## src/rtl/core/tefc_pkg.sv

```systemverilog
// Package for the tensor element format converter.
// Holds the mode codes and shared widths; no dependencies.
package tefc_pkg;

    typedef enum logic [2:0] {
        MODE_HALF   = 3'd0,
        MODE_BF16   = 3'd1,
        MODE_INT8   = 3'd2,
        MODE_UINT8  = 3'd3,
        MODE_PASS   = 3'd4,
        MODE_NARROW = 3'd5
    } mode_t;

    localparam int WORD_W = 32;

    typedef logic [WORD_W-1:0] word_t;

endpackage

```

## src/rtl/core/tefc_normalize.sv

```systemverilog
// Normalizes a nonzero 10-bit magnitude: leading-one position and aligned fraction.
// Does not depend on tefc_pkg; purely combinational.
module tefc_normalize
(
    input  logic [9:0]  mag,
    output logic [3:0]  top,
    output logic [22:0] frac
);

    logic [32:0] shifted;

    always_comb
    begin
        top = 4'd0;
        for (int i = 0; i < 10; i++)
        begin
            if (mag[i])
            begin
                top = 4'(i);
            end
        end
        shifted = {23'd0, mag} << (5'd23 - {1'b0, top});
        frac = shifted[22:0];
    end

endmodule

```

## src/rtl/core/tefc_convert.sv

```systemverilog
// Combinational conversion of one element according to the mode.
// Depends on tefc_pkg and tefc_normalize.
module tefc_convert
(
    input  tefc_pkg::mode_t mode,
    input  tefc_pkg::word_t x,
    output tefc_pkg::word_t r
);

    logic [9:0]  mag;
    logic [3:0]  top;
    logic [22:0] frac;
    logic [4:0]  he;
    logic [9:0]  hm;
    logic [7:0]  b;
    logic [7:0]  bmag;
    logic [8:0]  ne;

    tefc_normalize u_norm
    (
        .mag  (mag),
        .top  (top),
        .frac (frac)
    );

    always_comb
    begin
        he   = x[14:10];
        hm   = x[9:0];
        b    = x[7:0];
        bmag = (mode == tefc_pkg::MODE_INT8 && b[7]) ? 8'(~b + 8'd1) : b;
        // A byte of 0x80 gives magnitude 128, still within the 10-bit normalizer.
        mag  = (mode == tefc_pkg::MODE_HALF) ? hm :
               ((mode == tefc_pkg::MODE_INT8 && b == 8'h80) ? 10'd128 : {2'b00, bmag});
        ne   = {1'b0, x[30:23]} - 9'd112;
        r    = '0;
        unique case (mode) inside
            tefc_pkg::MODE_HALF:
            begin
                if (he == 5'h1f)
                begin
                    r = (hm != 10'd0) ? 32'h7FC00000 : {x[15], 31'h7F800000};
                end
                else if (he != 5'd0)
                begin
                    r = {x[15], 8'({3'd0, he} + 8'd112), hm, 13'd0};
                end
                else if (hm == 10'd0)
                begin
                    r = {x[15], 31'd0};
                end
                else
                begin
                    r = {x[15], 8'({4'd0, top} + 8'd103), frac};
                end
            end
            tefc_pkg::MODE_BF16:
            begin
                r = {x[15:0], 16'd0};
            end
            tefc_pkg::MODE_INT8, tefc_pkg::MODE_UINT8:
            begin
                if (b != 8'd0)
                begin
                    r = {(mode == tefc_pkg::MODE_INT8) & b[7],
                         8'({4'd0, top} + 8'd127), frac};
                end
            end
            tefc_pkg::MODE_PASS:
            begin
                r = x;
            end
            tefc_pkg::MODE_NARROW:
            begin
                if (x[30:23] <= 8'd112)
                begin
                    r = {16'd0, x[31], 15'd0};
                end
                else if (x[30:23] >= 8'd143)
                begin
                    r = {16'd0, x[31], 15'h7C00};
                end
                else
                begin
                    r = {16'd0, x[31], ne[4:0], x[22:13]};
                end
            end
            default:
            begin
                r = '0;
            end
        endcase
    end

endmodule

```

## src/rtl/core/tensor_element_format_converter_top.sv

```systemverilog
// Top level of the tensor element format converter.
// Depends on tefc_pkg and tefc_convert.
//
// One element is taken per clock when start is high; busy is always low, so
// a request is never refused. The result appears on result_bits with done
// high after the input, then the result register; the receiver cannot
// stall it. cfg_ready is always high; the user writes format_mode through
// cfg_valid only while no request is in flight; the block does not enforce it.
module tensor_element_format_converter_top
(
    input  logic        clk,
    input  logic        rst_n,
    input  logic        start,
    output logic        busy,
    input  logic [31:0] raw_bits,
    output logic        done,
    output logic [31:0] result_bits,
    input  logic        cfg_valid,
    output logic        cfg_ready,
    input  logic [2:0]  cfg_data
);

    tefc_pkg::mode_t mode_reg;
    tefc_pkg::word_t in_reg;
    logic            in_vld_reg;
    tefc_pkg::word_t res_reg;
    logic            done_reg;
    tefc_pkg::word_t res_next;

    assign busy        = 1'b0;
    assign cfg_ready   = 1'b1;
    assign done        = done_reg;
    assign result_bits = res_reg;

    tefc_convert u_conv
    (
        .mode (mode_reg),
        .x    (in_reg),
        .r    (res_next)
    );

    always_ff @(posedge clk or negedge rst_n)
    begin
        if (!rst_n)
        begin
            mode_reg   <= tefc_pkg::MODE_HALF;
            in_vld_reg <= 1'b0;
            done_reg   <= 1'b0;
        end
        else
        begin
            if (cfg_valid && cfg_ready)
            begin
                mode_reg <= tefc_pkg::mode_t'(cfg_data);
            end
            in_vld_reg <= start && !busy;
            done_reg   <= in_vld_reg;
        end
    end

    always_ff @(posedge clk)
    begin
        if (start && !busy)
        begin
            in_reg <= raw_bits;
        end
        if (in_vld_reg)
        begin
            res_reg <= res_next;
        end
    end

    a_done_follows: assert property (@(posedge clk) disable iff (!rst_n)
        start |-> ##2 done) else $error("result strobe missing");
    a_no_spurious: assert property (@(posedge clk) disable iff (!rst_n)
        done |-> $past(start, 2)) else $error("result strobe without request");
    a_narrow_high_zero: assert property (@(posedge clk) disable iff (!rst_n)
        (done && $past(mode_reg) == tefc_pkg::MODE_NARROW) |-> result_bits[31:16] == 16'd0)
        else $error("narrowed result has upper bits set");

endmodule
```

## config.mk

```make
export PLATFORM = sky130hd
export DESIGN_NAME = tensor_element_format_converter_top
export DESIGN_NICKNAME = d
export VERILOG_FILES = /design/src/rtl/core/tefc_pkg.sv /design/src/rtl/core/tefc_normalize.sv /design/src/rtl/core/tefc_convert.sv /design/src/rtl/core/tensor_element_format_converter_top.sv
export SDC_FILE = /design/constraint.sdc
export NUM_CORES = 1
export LEC_CHECK = 0
export BUFFER_PORTS_ARGS = -buffer_cell sky130_fd_sc_hd__buf_2
export CORE_ASPECT_RATIO = 1.4
export CORE_MARGIN = 3
export CORE_UTILIZATION = 55
export CTS_CLUSTER_DIAMETER = 120
export DETAILED_ROUTE_END_ITERATION = 16
export PLACE_DENSITY = 0.77
export RECOVER_POWER = 25
export SETUP_SLACK_MARGIN = 0.3
export SYNTH_ARGS = -nofsm -noshare
export SYNTH_HDL_FRONTEND = slang
export SYNTH_SLANG_ARGS = --single-unit
```

## constraint.sdc

```tcl
create_clock -name clk -period 3.9 [get_ports clk]
set_input_delay 0.585 -clock clk [delete_from_list [all_inputs] [get_ports clk]]
set_output_delay 0.585 -clock clk [all_outputs]
set_load 0.03 [all_outputs]
```

==> results of run 1 <==
[cell usage in the layout, fill, tap and decap left out, types with 4 or more instances in the layout]
| cell type | count |
|---|---|
| a21o_1 | 4 |
| a21oi_1 | 13 |
| a221o_1 | 4 |
| a222oi_1 | 4 |
| a22o_1 | 11 |
| a22oi_1 | 5 |
| and2_1 | 5 |
| and3_1 | 5 |
| buf_2 | 69 |
| buf_4 | 8 |
| clkbuf_1 | 4 |
| clkbuf_8 | 10 |
| dfrtp_1 | 5 |
| edfxtp_1 | 64 |
| inv_1 | 7 |
| mux2i_1 | 14 |
| nand2_1 | 31 |
| nand3_1 | 7 |
| nand4_1 | 5 |
| nor2_1 | 37 |
| nor3_1 | 4 |
| o21ai_0 | 18 |
| o21ai_1 | 7 |
| o221ai_1 | 4 |
| o22ai_1 | 7 |
| xnor2_1 | 4 |
[worst max-delay path, delay by kind of cell, from the launching register on]
| kind | cells | cell delay, ps |
|---|---|---|
| compound gates | 3 | 460 |
| buf+inv | 2 | 480 |
| flops | 1 | 430 |
| mux | 1 | 340 |
| simple gates | 5 | 1340 |
[metrics by stage]
step,power (W),util [%]
6_report,0.002075,67.27
5_1_grt,0.002162,67.27
4_1_cts,0.002074,67.27
3_5_place_dp,0.001424,63.80
3_3_place_gp,0.001423,63.80
2_1_floorplan,0.001280,-
[layer usage]
layer  vias up  track usage, %
met3        30           4.593
met2       204           42.52
met4         0           10.23
met5         -               0
li1       1475               -
met1      1496           32.24
[cell type report]
class	instances	area [um^2]	area share [%]
clock buffer	10	137.6	3.073
clock inverter	6	93.84	2.096
inverter	8	35.03	0.7823
multi-input combinational	246	1629	36.38
sequential	69	2047	45.71
tap	92	115.1	2.571
timing repair buffer	81	420.4	9.388
[cell usage after synthesis (6+ instances only)]
cell	count	area, um^2
edfxtp_1	64	1922
nor2_1	37	138.9
nand2_1	31	116.4
o21ai_0	18	90.09
mux2i_1	14	140.1
a21oi_1	13	65.06
a22o_1	11	96.34
clkbuf_1	11	41.29
inv_1	7	26.28
nand3_1	7	35.03
o21ai_1	7	35.03
o22ai_1	7	43.79
buf_2	6	30.03
[power by group through the flow]
| stage | sequential [W] | clock, W | combinational (W) |
|---|---|---|---|
| after floorplan | 0.00101 | 0 | 0.000268 |
| after global routing | 0.000963 | 0.000700 | 0.000499 |
| final | 0.000954 | 0.000655 | 0.000466 |
| after detailed placement | 0.000966 | 0 | 0.000457 |
| after CTS | 0.000950 | 0.000664 | 0.000460 |
| after global placement | 0.000965 | 0 | 0.000459 |
[worst max-delay path by stage]
stage                                            to  cells past startpoint  slack [ps]
after floorplan           result_bits[26]$_DFFE_PP_                     14         830
after global placement    result_bits[16]$_DFFE_PP_                     12         580
after detailed placement  result_bits[16]$_DFFE_PP_                     12         540
after CTS                 result_bits[16]$_DFFE_PP_                     12         510
after global routing      result_bits[16]$_DFFE_PP_                     11         390
final                     result_bits[16]$_DFFE_PP_                     11         590
[what timing repair did]
item,CTS,global route
resized for setup,0,3
hold buffers,0,0
setup endpoints to repair,0,4
[kinds of logic (layout without fill, tap and decap cells)]
group / after synthesis / after routing / synth area share, %
compound gates: 104 / 104 / 19.72
xor+xnor: 4 / 4 / 0.9185
fa+ha+maj: 3 / 3 / 0.9844
buf+inv: 30 / 105 / 3.872
flops: 69 / 69 / 53.67
mux: 19 / 19 / 5.348
other cells: 2 / 2 / 0.1969
simple gates: 114 / 114 / 15.29
==> impl_results.md, run 1 <==
- Critical path type: reg -> reg
- Seq pwr share: 46.0%
- Core footprint: 6656 um^2
- Maximum clock path buffer count: 2
- Number of synthesized flops with an enable pin: 64
- Ys async rst share: 7.246%
- Layout Skew: 14.41 ps
- CTS tree: done
- Total CTS buffers: 9
- Pre-CTS WS: 538.5 ps
- Switching Fraction: between 30 and 40%
- CP max stage delay: 490 ps
- R2R cell count: 11
- Via count: 3205
- Pint: 0.001444 W
- Initial antenna violation count: 0
- Worst vdd ir: 445.0 uV
- WP data arrival: about 3400 ps
- Required @ worst endpoint: about 4000 ps
- Final setup margin: 586.5 ps
- Layout cells sized above 1: 26.19%
- CP cell instances: clkbuf_1 > nor3_2 > nand2_1 > nand4_1 > nand4_1 > or3_4 > clkinv_4 > mux2_4 > o221ai_1 > o211ai_1 > o311ai_1
- R2R Path End: result_bits[16]$_DFFE_PP_
- Avg Cell Area, Syn: ~11 um^2
- Worst path slowest cell: nor3_2
- Detail Placement HPWL: 7.361 mm
- DIE AREA: 7983 um^2
- Met2 WL: 4.914 mm
- R2R Path Start: mode_reg[0]$_DFFE_PN0P_
- Global-route wire length before repair: 15.75 mm
- Clk_lat worst skew: 350 ps
- Final instance area: roughly 4500 um^2
- Synthesized cell area: 3814 um^2
- Critical path's most frequent cell: nand4_1
- Post-layout minimum cycle time: 3314 ps
- Distinct cells, synth: 65
- Fill count: 534
- Clock network power share: 31.6%
- Leakage: roughly 1.8 nW
- Top layer in use: met4
- Net Switching: 0.0006307 W
- Worst-Margin Slew: 1778 ps
- Yosys synthesis warning count: 0
- Diodes inserted: 0
- Drt drc: 0
- FMAX: 0.3018 GHz
- GPL Wtd Cong: 1.035
- Slew headroom: -18.55%
- RSZ-0062 raised after global routing: no
- All-Layer GR Usage: between 20% and 30%
- Final Setup Violations: 0
- Main flop type after synthesis: edfxtp_1
- Area of placed instances: 4247 um^2
- Post-Layout Cell Count: 512
- IO buf count: 71
- Die H: 104.5 um
- Final WL: 9.857 mm
- Mapped Nets: roughly 390
- Syn Inst Count: 345
- Post-CTS Setup Bufs: 0
- Area growth syn-to-layout: 17.42%
- Worst setup path startpoint: mode_reg[0]$_DFFE_PN0P_
- Max-cap viol count: 2
- Hold Path Class: in -> async
- Initial DRC count: approximately 440
- Remaining global-route overflow: 0
- Final ANT Viol Nets: 0
- WL met1: 3.862 mm
- Largest net degree at the start of global routing: 34
- Clk sinks: 69
- Initial Util: between 50% and 60%
- Setup TNS: 0 ps
- Hold slack: 66.14 ps
- Final hold viol count: 0
- Via density: 6.260
- Synth Register Bits: 69
- Fin nets: ~460
- H-tree levels: 3
- Horiz. Die Dim: 76.38 um
- Vias in the first global route: a little over 3000
- Clock root cell: clkbuf_8
- Reg clk slew, reported paths: approximately 80 ps
- Failing checks: max-capacitance violations, max-slew violations
- TritonRoute pass-1 iters: 6
- Comb pwr share: 22.5%
- CP startpoint kind: register
- Met3 WL post-DR: 812 um
- Period Utilization, post-route: 84.96%
- Max Slew Vio Count: 66
- R2R Setup Slk: 590 ps
- WL/cell: 19.25 um
- Dpl cells: between 400 and 500
- Sequential share of the synthesized area: 53.67%
- CP endpoint kind: register
- # rows: 35
- Power density cells: 463.3 nW/um^2
- Status: finished with violations
- # IOs: 74
- Critical path peak fanout: 14
Power figures use the tool's default switching activity.
==> run 2, diff against run 1 <==
- clock period: 3.9 -> 3.3 ns (I/O delays scaled with it)
==> impl_results.md, run 2 (synthesis results as in run 1) <==
- Most common cell after layout, fill and taps aside: buf_2
- Critical path peak fanout: 7 (-7)
- IO buf count: 71 (unchanged)
- Initial DRC count: 518 (+19%)
- Largest net degree at the start of global routing: 34 (unchanged)
- Final setup margin: 320.5 ps (-266.0 ps)
- # IOs: 74 (unchanged)
- Worst path slowest cell: or4b_4
- Clk sinks: 69 (unchanged)
- Horiz. Die Dim: 76.38 um (unchanged)
- Die H: 104.5 um (unchanged)
- Area growth syn-to-layout: 25.49%
- Leakage: 1.924 nW (+8.6%)
- Layout cells sized above 1: 33.56% (+7.4 points)
- Hold Path Class: in -> reg
- Initial Util: 57.29% (unchanged)
- Final Setup Violations: 0 (unchanged)
- Clk_lat worst skew: 350 ps (about the same)
- Layout Skew: 10.09 ps (-4.315 ps)
- Worst path bufs/invs: 3 (+1)
- Drt drc: 0 (unchanged)
- Pre-CTS WS: -40.08 ps (-578.6 ps)
- Max Slew Vio Count: 34 (-48%)
- All-Layer GR Usage: 26.88% (+1.6 points)
- Max-cap viol count: 1 (-1)
- Remaining global-route overflow: 0 (unchanged)
- Initial antenna violation count: 0 (unchanged)
- RSZ-0062 raised after global routing: yes
- DIE AREA: 7983 um^2 (unchanged)
- CP endpoint kind: register
- Post-Layout Cell Count: 536 (+4.7%)
- TritonRoute pass-1 iters: 5 (-1)
- CP startpoint kind: register
- WL/cell: 19.65 um (+2.1%)
- Via density: 6.317 (+0.92%)
- Fin nets: 481 (+5.3%)
- Maximum clock path buffer count: 2 (unchanged)
- Top cell family by delay on the critical path: compound AO/OA/AOI/OAI gates
- Slew headroom: -19.45% (-0.90 points)
- CP max stage delay: 480 ps (about the same)
- Worst-Margin Slew: 1792 ps (+13.47 ps)
- Final WL: 10.54 mm (+6.9%)
- Total CTS buffers: 9 (unchanged)
- Area occupied by registers: 2047 um^2 (unchanged)
- Core footprint: 6656 um^2 (unchanged)
- Via count: 3386 (+5.6%)
- # rows: 35 (unchanged)
- CTS tree: done
- Fill count: 505 (-5.4%)
- Status: finished with violations
- Post-layout minimum cycle time: 2980 ps (-334.0 ps)
- Final hold viol count: 0 (unchanged)
- Dpl cells: 512 (+3.2%)
- CP cell instances: inv_2 > ha_4 > or4b_4 > o22ai_2 > a2bb2oi_2 > a211oi_2 > or3_4 > clkinv_4 > o31ai_4 > buf_6 > nor2_4 > a32oi_1 > a22oi_1
- Vias in the first global route: 3278 (+7.0%)
- Diodes inserted: 0 (unchanged)
- Failing checks: max-capacitance violations, max-slew violations
- Most frequent cells in the layout: 69 x buf_2, 64 x edfxtp_1, 36 x nor2_1
- WP data arrival: 3050 ps (-360 ps)
- Detail Placement HPWL: 7.613 mm (+3.4%)
- H-tree levels: 3 (unchanged)
- Power density cells: 527.1 nW/um^2 (+14%)
- Clock root cell: clkbuf_8
- GPL Wtd Cong: 1.015 (-2.0%)
- Required @ worst endpoint: 3370 ps (-630 ps)
- Final ANT Viol Nets: 0 (unchanged)
- Global-route wire length before repair: 16.69 mm (+6.0%)
- Period Utilization, post-route: 90.29% (+5.3 points)
- FMAX: 0.3356 GHz (+11%)
- Area occupied by multi-input gates: 1752 um^2 (+7.5%)
- Worst vdd ir: 329.3 uV (-26%)
- Critical path type: reg -> reg
- Reg clk slew, reported paths: 70 ps (about the same)
[run 2: cell count changes in the layout (fill, tap and decap cells not counted), moves of 2 or more]
cell      before  now
inv_2          0    2
buf_4          8   31
a211oi_1       3    1
clkinv_4       3    1
inv_1          7    5
a211oi_2       0    2
[run 2: area by class of cell]
class	count	share of cell area, %
clock buffer	13	3.320
clock inverter	3	1.412
inverter	8	0.7320
multi-input combinational	246	36.60
sequential	69	42.77
tap	92	2.405
timing repair buffer	105	12.76
[run 2: where the power goes]
part / switching [W] / leakage [nW] / internal [W]
Sequential: 0.0000537 / 0.699 / 0.00105
Combinational: 0.000393 / 1.11 / 0.000250
Clock: 0.000304 / 0.110 / 0.000467
Total: 0.000750 / 1.92 / 0.00177
[run 2: what timing repair did]
| item | 4_1_cts | 5_1_grt |
|---|---|---|
| cloned | 0 | 0 |
| setup buffers | 1 | 6 |
| setup endpoints to repair | 13 | 14 |
| pin swaps | 1 | 10 |
| gates resized for setup | 5 | 21 |
| endpoints found under the hold margin | 5 | 0 |
| hold buffers | 1 | 0 |
[run 2: through the flow]
step	util (%)	cell area [um^2]	TNS [ps]	hold slack, ps	power, W
final	71.90	4786	0	316.0	0.002523
after global routing	71.90	4786	0	304.9	0.002618
after CTS	69.81	4647	0	308.7	0.002488
after detailed placement	65.79	4379	-134.7	312.3	0.001711
after global placement	65.79	4379	0	310.4	0.001712
after floorplan	-	3826	0	199.4	0.001514
[run 2: worst paths after layout]
| path | start | endpoint | slack (ps) | cells after the start |
|---|---|---|---|---|
| min in group asynchronous | rst_n | done$_DFF_PN0_ | 530 | 2 |
| max reg2reg | in_reg[0]$_DFFE_PP_ | result_bits[21]$_DFFE_PP_ | 320 | 13 |
| max | in_reg[0]$_DFFE_PP_ | result_bits[21]$_DFFE_PP_ | 320 | 13 |
| max in group asynchronous | rst_n | mode_reg[1]$_DFFE_PN0P_ | 2560 | 2 |
| min | raw_bits[24] | in_reg[24]$_DFFE_PP_ | 320 | 1 |
| min reg2reg | in_vld_reg$_DFF_PN0_ | done$_DFF_PN0_ | 440 | 0 |
[run 2: metal layers]
| metal | part of all wire [%] | vias up | global-route usage [%] |
|---|---|---|---|
| met5 | 0 | - | 0 |
| met4 | 3.6 | 0 | 10.88 |
| met3 | 8.3 | 35 | 4.853 |
| met2 | 49 | 231 | 44.28 |
| met1 | 40 | 1589 | 35.00 |
| li1 | - | 1531 | - |
==> run 3, diff against run 2 <==
- RECOVER_POWER: 25 -> 50
==> impl_results.md, run 3 (synthesis results as in run 1) <==
- Critical path type: reg -> reg
- Clk sinks: 69 (unchanged)
- Vias in the first global route: 3278 (unchanged)
- Critical path peak fanout: 7 (unchanged)
- Initial Util: 57.29% (unchanged)
- Horiz. Die Dim: 76.38 um (unchanged)
- Final WL: 10.53 mm (about the same)
- H-tree levels: 3 (unchanged)
- Die H: 104.5 um (unchanged)
- Pint: 0.001771 W (about the same)
- Fin nets: 481 (unchanged)
- CP endpoint kind: register
- Hold slack: 315.1 ps (-0.9460 ps)
- WP data arrival: 3040 ps (about the same)
- Layout Skew: 9.212 ps (-0.8800 ps)
- Clock network power share: 30.7% (about the same)
- Max-cap viol count: 2 (+1)
- Final ANT Viol Nets: 0 (unchanged)
- IO buf count: 71 (unchanged)
- Power density cells: 528.1 nW/um^2 (+0.18%)
- Failing checks: max-capacitance violations, max-slew violations
- CTS tree: done
- Final setup margin: 327.9 ps (+7.484 ps)
- Seq pwr share: 43.9% (about the same)
- Reg clk slew, reported paths: 70 ps (about the same)
- Comb pwr share: 25.4% (about the same)
- Worst vdd ir: 329.0 uV (-0.12%)
- Layout cells sized above 1: 33.11% (-0.45 points)
- Final hold viol count: 0 (unchanged)
- CP startpoint kind: register
- All-Layer GR Usage: 26.88% (unchanged)
- Drt drc: 0 (unchanged)
- DIE AREA: 7983 um^2 (unchanged)
- Pre-CTS WS: -40.08 ps (unchanged)
- Via count: 3392 (+0.18%)
- Clock root cell: clkbuf_8
- Slew headroom: -18.85% (+0.60 points)
- Final Setup Violations: 0 (unchanged)
- Via density: 6.328 (+0.18%)
- Hold Path Class: in -> reg
- CP max stage delay: 480 ps (about the same)
- Max Slew Vio Count: 66 (+94%)
- Initial antenna violation count: 0 (unchanged)
- Post-layout minimum cycle time: 2972 ps (-7.484 ps)
- Maximum clock path buffer count: 2 (unchanged)
- GPL Wtd Cong: 1.015 (unchanged)
- Most frequent cells in the layout: 69 x buf_2, 64 x edfxtp_1, 36 x nor2_1
- Total design power: 0.002523 W (about the same)
- Leakage: 1.916 nW (-0.38%)
- Required @ worst endpoint: 3370 ps (about the same)
- FMAX: 0.3365 GHz (+0.25%)
- Switching Fraction: 29.80% (+0.047 points)
- Area growth syn-to-layout: 25.30%
- TritonRoute pass-1 iters: 7 (+2)
- Net Switching: 0.0007518 W (+0.18%)
- Core footprint: 6656 um^2 (unchanged)
- Most common cell after layout, fill and taps aside: buf_2
- Worst-Margin Slew: 1783 ps (-8.986 ps)
- RSZ-0062 raised after global routing: yes
- Clk_lat worst skew: 350 ps (about the same)
- Remaining global-route overflow: 0 (unchanged)
- Initial DRC count: 539 (+4.1%)
- Worst path slowest cell: or4b_4
- Largest net degree at the start of global routing: 34 (unchanged)
- Total CTS buffers: 9 (unchanged)
- Status: finished with violations
- CP cell instances: inv_2 > ha_4 > or4b_4 > o22ai_2 > a2bb2oi_2 > a211oi_2 > or3_4 > clkinv_4 > o31ai_4 > buf_6 > nor2_4 > a32oi_1 > a22oi_1
- Detail Placement HPWL: 7.613 mm (unchanged)
- # IOs: 74 (unchanged)
- # rows: 35 (unchanged)
- WL/cell: 19.64 um (about the same)
- Global-route wire length before repair: 16.69 mm (unchanged)
- Period Utilization, post-route: 90.06% (-0.23 points)
- Diodes inserted: 0 (unchanged)
==> run 3: per-layer routing <==
layer	track usage [%]	share of wire [%]	wire (um)	vias to the layer above
met3	4.853	8.8	924	28
met5	0	0	0	-
li1	-	-	-	1526
met4	10.88	3.0	321	0
met1	35.00	39	4121	1603
met2	44.28	49	5161	235
==> run 3: power by group through the flow <==
stage	Clock, W	Sequential, W	Combinational (W)
after CTS	0.000782	0.00110	0.000602
after detailed placement	0	0.00112	0.000589
after global routing	0.000815	0.00112	0.000685
after global placement	0	0.00112	0.000590
after floorplan	0	0.00120	0.000318
final	0.000773	0.00111	0.000642
==> run 3: metrics by stage <==
step / area [um^2] / instances / utilization [%] / TNS (ps)
after floorplan: 3826 / 345 / - / 0
after global placement: 4379 / 512 / 65.79 / 0
after detailed placement: 4379 / 512 / 65.79 / -134.7
after CTS: 4647 / 530 / 69.81 / 0
after global routing: 4778 / 536 / 71.79 / 0
final: 4778 / 536 / 71.79 / 0
==> run 3: worst max-delay path, delay by kind of cell, from the launching register on <==
kind | cells | cell delay, ps
AO/OA/AOI/OAI | 6 | 1020
adder cells (fa/ha/maj) | 1 | 170
buffers and inverters | 3 | 350
flip-flops | 1 | 410
AND/OR/NAND/NOR | 3 | 750
==> run 3: timing repair <==
action / CTS / global route
endpoints found under the hold margin: 5 / 0
buffers inserted: 1 / 6
hold buffers: 1 / 0
setup endpoints to repair: 13 / 14
cloned: 0 / 0
pin swaps: 1 / 10
gates resized for setup: 5 / 21
==> run 3: final timing paths <==
path	start	endpoint	slack (ps)	cells past startpoint
worst max-delay path	in_reg[0]$_DFFE_PP_	result_bits[21]$_DFFE_PP_	330	13
worst min-delay path	raw_bits[29]	in_reg[29]$_DFFE_PP_	320	1
worst max register to register	in_reg[0]$_DFFE_PP_	result_bits[21]$_DFFE_PP_	330	13
worst min register to register	in_vld_reg$_DFF_PN0_	done$_DFF_PN0_	440	0
max in group asynchronous	rst_n	mode_reg[1]$_DFFE_PN0P_	2560	2
min in group asynchronous	rst_n	done$_DFF_PN0_	530	2
==> run 3: final cells by class <==
class	count	area [um^2]
tap	92	115.1
fill	507	1878
clock inverter	3	67.56
sequential	69	2047
timing repair buffer	105	603.1
multi-input combinational	246	1752
inverter	8	35.03
clock buffer	13	158.9
